## src/hw/rtl/sawc_ram.sv

```systemverilog
// generic simple dual-port ram with registered read
module sawc_ram #(
  parameter int unsigned WIDTH = 8,
  parameter int unsigned DEPTH = 256
) (
  input  logic                     clk,
  input  logic                     we,
  input  logic [$clog2(DEPTH)-1:0] waddr,
  input  logic [WIDTH-1:0]         wdata,
  input  logic [$clog2(DEPTH)-1:0] raddr,
  output logic [WIDTH-1:0]         rdata
);

  logic [WIDTH-1:0] mem [DEPTH];

  always_ff @(posedge clk) begin
    if (we) begin
      mem[waddr] <= wdata;
    end
    rdata <= mem[raddr];
  end

endmodule

```

## config.mk

```make
export PLATFORM = sky130hd
export DESIGN_NAME = sawc_ram
export DESIGN_NICKNAME = d
export VERILOG_FILES = /design/src/hw/rtl/sawc_ram.sv
export SDC_FILE = /design/constraint.sdc
export NUM_CORES = 2
export LEC_CHECK = 0
export BUFFER_PORTS_ARGS = -buffer_cell sky130_fd_sc_hd__buf_2
export CAP_MARGIN = 5
export CORE_ASPECT_RATIO = 0.7
export CORE_MARGIN = 5
export CORE_UTILIZATION = 45
export CTS_CLUSTER_SIZE = 14
export DETAILED_ROUTE_END_ITERATION = 6
export PLACE_DENSITY = 0.62
export SLEW_MARGIN = 20
export SYNTH_ARGS = -nofsm -noshare
export SYNTH_HDL_FRONTEND = slang
export SYNTH_SLANG_ARGS = --single-unit
export TNS_END_PERCENT = 5
```

## constraint.sdc

```tcl
create_clock -name clk -period 2.6 [get_ports clk]
set_clock_uncertainty 0.1 [all_clocks]
set_input_delay 0.39 -clock clk [delete_from_list [all_inputs] [get_ports clk]]
set_output_delay 0.39 -clock clk [all_outputs]
set_load 0.05 [all_outputs]
```

* Word level (Yosys, flattened, before mapping)
Memories as Yosys holds them, arrays and structs flattened. A register that Yosys moved wholly into a read port is not among the register bits.
Cells that the tools add are included.
** Word-level totals
- Input bits :: 26
- Logic and storage cells :: 3
- Register bits after elaboration :: 0
- Memories :: 1
- RAM bits :: 2048
** Memories
- mem :: words 256, width 8, rd ports 1, clocked after memory_dff 1, write ports 1, line 14 : logic [WIDTH-1:0] mem [DEPTH];
** Operators by class
- Muxes and demuxes :: 2
** Operators with widths (count)
- two-way mux 1 bit :: 2

* Depth between registers and ports, before layout
- Word-level depth :: 2
- Depth in mapped cells :: 11
- Depth with buffers taken out :: 6

* Worst setup path before layout
No wires, ideal clock.
- Path kind :: input to register
- From :: input port raddr[0]
- To :: register rdata[2], read port of mem
- Library setup time :: 131 ps
- Path slack :: 172 ps
- Data required time :: 2369 ps
- Buffers on the path :: 4
- Arrival :: 2197 ps
- Cell stages on the path :: 9
- Path through :: buf_6 -> buf_12 -> buf_8 -> buf_2 -> mux4_2 -> a22oi_1 -> a21oi_1 -> nor4_1 -> nor4_2
** RTL lines
- start: declaration :: line 10 : input logic [$clog2(DEPTH)-1:0] raddr,
- end: declaration :: line 11 : output logic [WIDTH-1:0] rdata

==> out/results.ini <==
[status]
run_status=completed

[worst_setup_path]
r2r_setup_slack_ns=0.08
worst-setup-path-type=flip-flop to flip-flop
worst-path-max-fanout=1
reg2reg_depth=7
required_ns=3.18
reg2reg_from=mem[101][0]
cp.arrival_ns=3.10
startpoint_type=flip-flop
critPathLaunch=mem[101][0]
worstSetupEndpointType=flip-flop
endpoint=rdata[0]
worstReg2RegEnd=rdata[0]

[drt]
antenna_left=0
routed_wl_microns=209000
drc=0
via_count=41900
drt_iter0_markers=5776
wire_per_inst_microns=29.8
vias_per_cell=5.96
drt_first_pass_iters=6

[yosys]
yosysMostFrequentCell=edfxtp_1
async_flop_share_pct=0
synth_fp_nets=3759
synth-seq-cells=2056
synth-edff-count=2048
yosys-top-cells-count=edfxtp_1, mux4_2, nor2_1
yosysTopAreaCellShare_pct=77.3
syn-instance-count=3733
synth-seq-area-share_pct=77.5
synth_area_sq_um=79600
synth_top_area_cell=edfxtp_1
synth.distinct_cells=55
synth_area_leaders=edfxtp_1, mux4_2, mux2i_1
synth-main-ff-cell=edfxtp_1
yosysWarnings=0
syn_area_per_cell_sq_um=21.3

[cells_and_area]
areaGrowthSynthToFinish_pct=18.7
finish.utilization_pct=53.6
fillers=13600
stdcell_area_sq_um=94400
drive_gt1_share_pct=33.4
nets=4550

[timing]
max_slew_margin_pct=36.9
fin_crit_sh_pct=96.8
tightest_slew_ns=0.940
slew_violations=0
finalHoldViolCount=0
setup_viol=0
period_needed_ns=2.52
max_freq_ghz=0.397
tns_ns=0
worst_slack_ns=0.0839

[clock_tree]
clock-root-buffer=clkbuf_16
clkTransAtPathRegs_ns=0.06
cts_made_buffers=186
clock-sinks=2056
tritoncts=yes
clockBufferDepth=3
htree_levels=4
postCtsSetupRepairBufs=0
clock_latency_ns=0.82

[power]
power_density_nw_per_um2=713
power.switching_mw=14.4
p_int_mw=52.9
switching_share_pct=21.4
leakage_nw=30.7
p_seq_share_pct=54.4
vdd_drop_max_uv=709
combPwrFrac_pct=6.1
clockPowerShare_pct=39.5

[floorplan]
die_h_microns=362
die_x_microns=513
die_area_sq_um=185000
core_area_sq_um=176000
ios=34
initial_core_util_pct=45.1
num_rows=129

[hold_path]
hp-class=input pin to flip-flop

[global_route]
grt_pass1_wl_microns=302000
grt_max_degree=85
antenna_found_initial=17
overflow=0
grt_pass1_vias=41000
grt_usage_pct=22.5

[placement]
dpl_cell_area_sq_um=88500
portBuffers=33
dp_hpwl_microns=141000
dp_slack_ns=-0.953
globalplace.congestion=0.892

[flow_run]
drv_cap=0

layer usage:
layer  vias up  global-route usage (%)  wire [microns]
met4         2                    5.48            4410
li1      17300                       -               -
met3       265                    5.81           23600
met5         -                       0              13
met1     22100                    35.5           91600
met2      2212                    31.4           89700
power groups by stage:
stage               clock (mW)  combinational (mW)  sequential (mW)
floorplan                    0                1.77             37.4
global placement             0                4.06             37.3
detailed placement           0                4.11             37.3
CTS                       27.0                4.13             36.6
global route              28.5                4.35             36.6
finish                    26.6                4.14             36.6
cells in the final DEF (no fill, tap or decap), types with 12 or more instances in the layout:
cell type and count:
a211oi_1 16, a21oi_1 96, a221oi_1 12, a22oi_1 132, buf_12 92, buf_2 21
buf_4 707, bufinv_16 13, clkbuf_1 43, clkbuf_16 189, clkinv_1 45, clkinv_2 22
edfxtp_1 2048, mux2i_1 134, mux4_2 454, nand2_1 33, nand3_1 34, nor2_1 279
nor2b_1 28, nor3_1 17, nor4_1 22, o221ai_1 46, o22ai_1 28
worst min path at each step:
stage	from	endpoint	cells past startpoint
floorplan	wdata[0]	mem[0][0]	0
global placement	wdata[7]	mem[4][7]	1
detailed placement	wdata[7]	mem[4][7]	1
CTS	wdata[3]	mem[194][3]	1
global route	wdata[3]	mem[225][3]	1
finish	wdata[3]	mem[225][3]	1
registers in the layout, summed over array words and instances (netlist names):
signal / cells
rdata: 8
mem: 2048
critical path: stages, from the launching register on:
cell,delay [ns]
edfxtp_1,0.36
mux4_2,0.46
nor2b_1,0.14
a211oi_1,0.30
nor3_1,0.22
nor4_1,0.51
buf_4,0.24
nor4_2,0.05
kinds of logic (layout without fill, tap and decap cells):
logic type / count (synthesis) / in the layout / synth area share [%]
compound gates: 385 / 385 / 3.42
buf+inv: 235 / 1169 / 1.83
flops: 2056 / 2056 / 77.5
mux: 591 / 591 / 14.6
other cells: 0 / 6 / 0
simple gates: 466 / 466 / 2.63
what timing repair did:
action                                  in CTS  in global routing
gates cloned                                 0                  0
pin swaps                                    0                  1
gates resized for setup                      7                  5
endpoints found under the setup margin       5                  2
endpoints found under the hold margin      264                  0
hold buffers                                 6                  0
final cells by class:
cell class / instances / area [sq um] / share of cell area [%]
Multi-Input combinational cell: 1442 / 16600 / 17.5
Sequential cell: 2056 / 61700 / 65.3
Tap cell: 2358 / 2950 / 3.12
Antenna cell: 6 / 15.0 / 0.0159
Clock buffer: 236 / 4950 / 5.24
Timing Repair Buffer: 836 / 7460 / 7.90
Clock inverter: 95 / 818 / 0.867
Inverter: 2 / 7.51 / 0.00795
through the flow:
| stage | instances | hold WS (ns) | power (mW) |
|---|---|---|---|
| 3_3_place_gp | 6688 | 0.646 | 41.4 |
| 5_1_grt | 7028 | 0.101 | 69.4 |
| 3_5_place_dp | 6688 | 0.645 | 41.4 |
| 6_report | 7031 | 0.0710 | 67.3 |
| 2_1_floorplan | 3733 | 0.389 | 39.1 |
| 4_1_cts | 7025 | 0.0689 | 67.7 |
No activity file was read; power rests on OpenSTA's default activity.
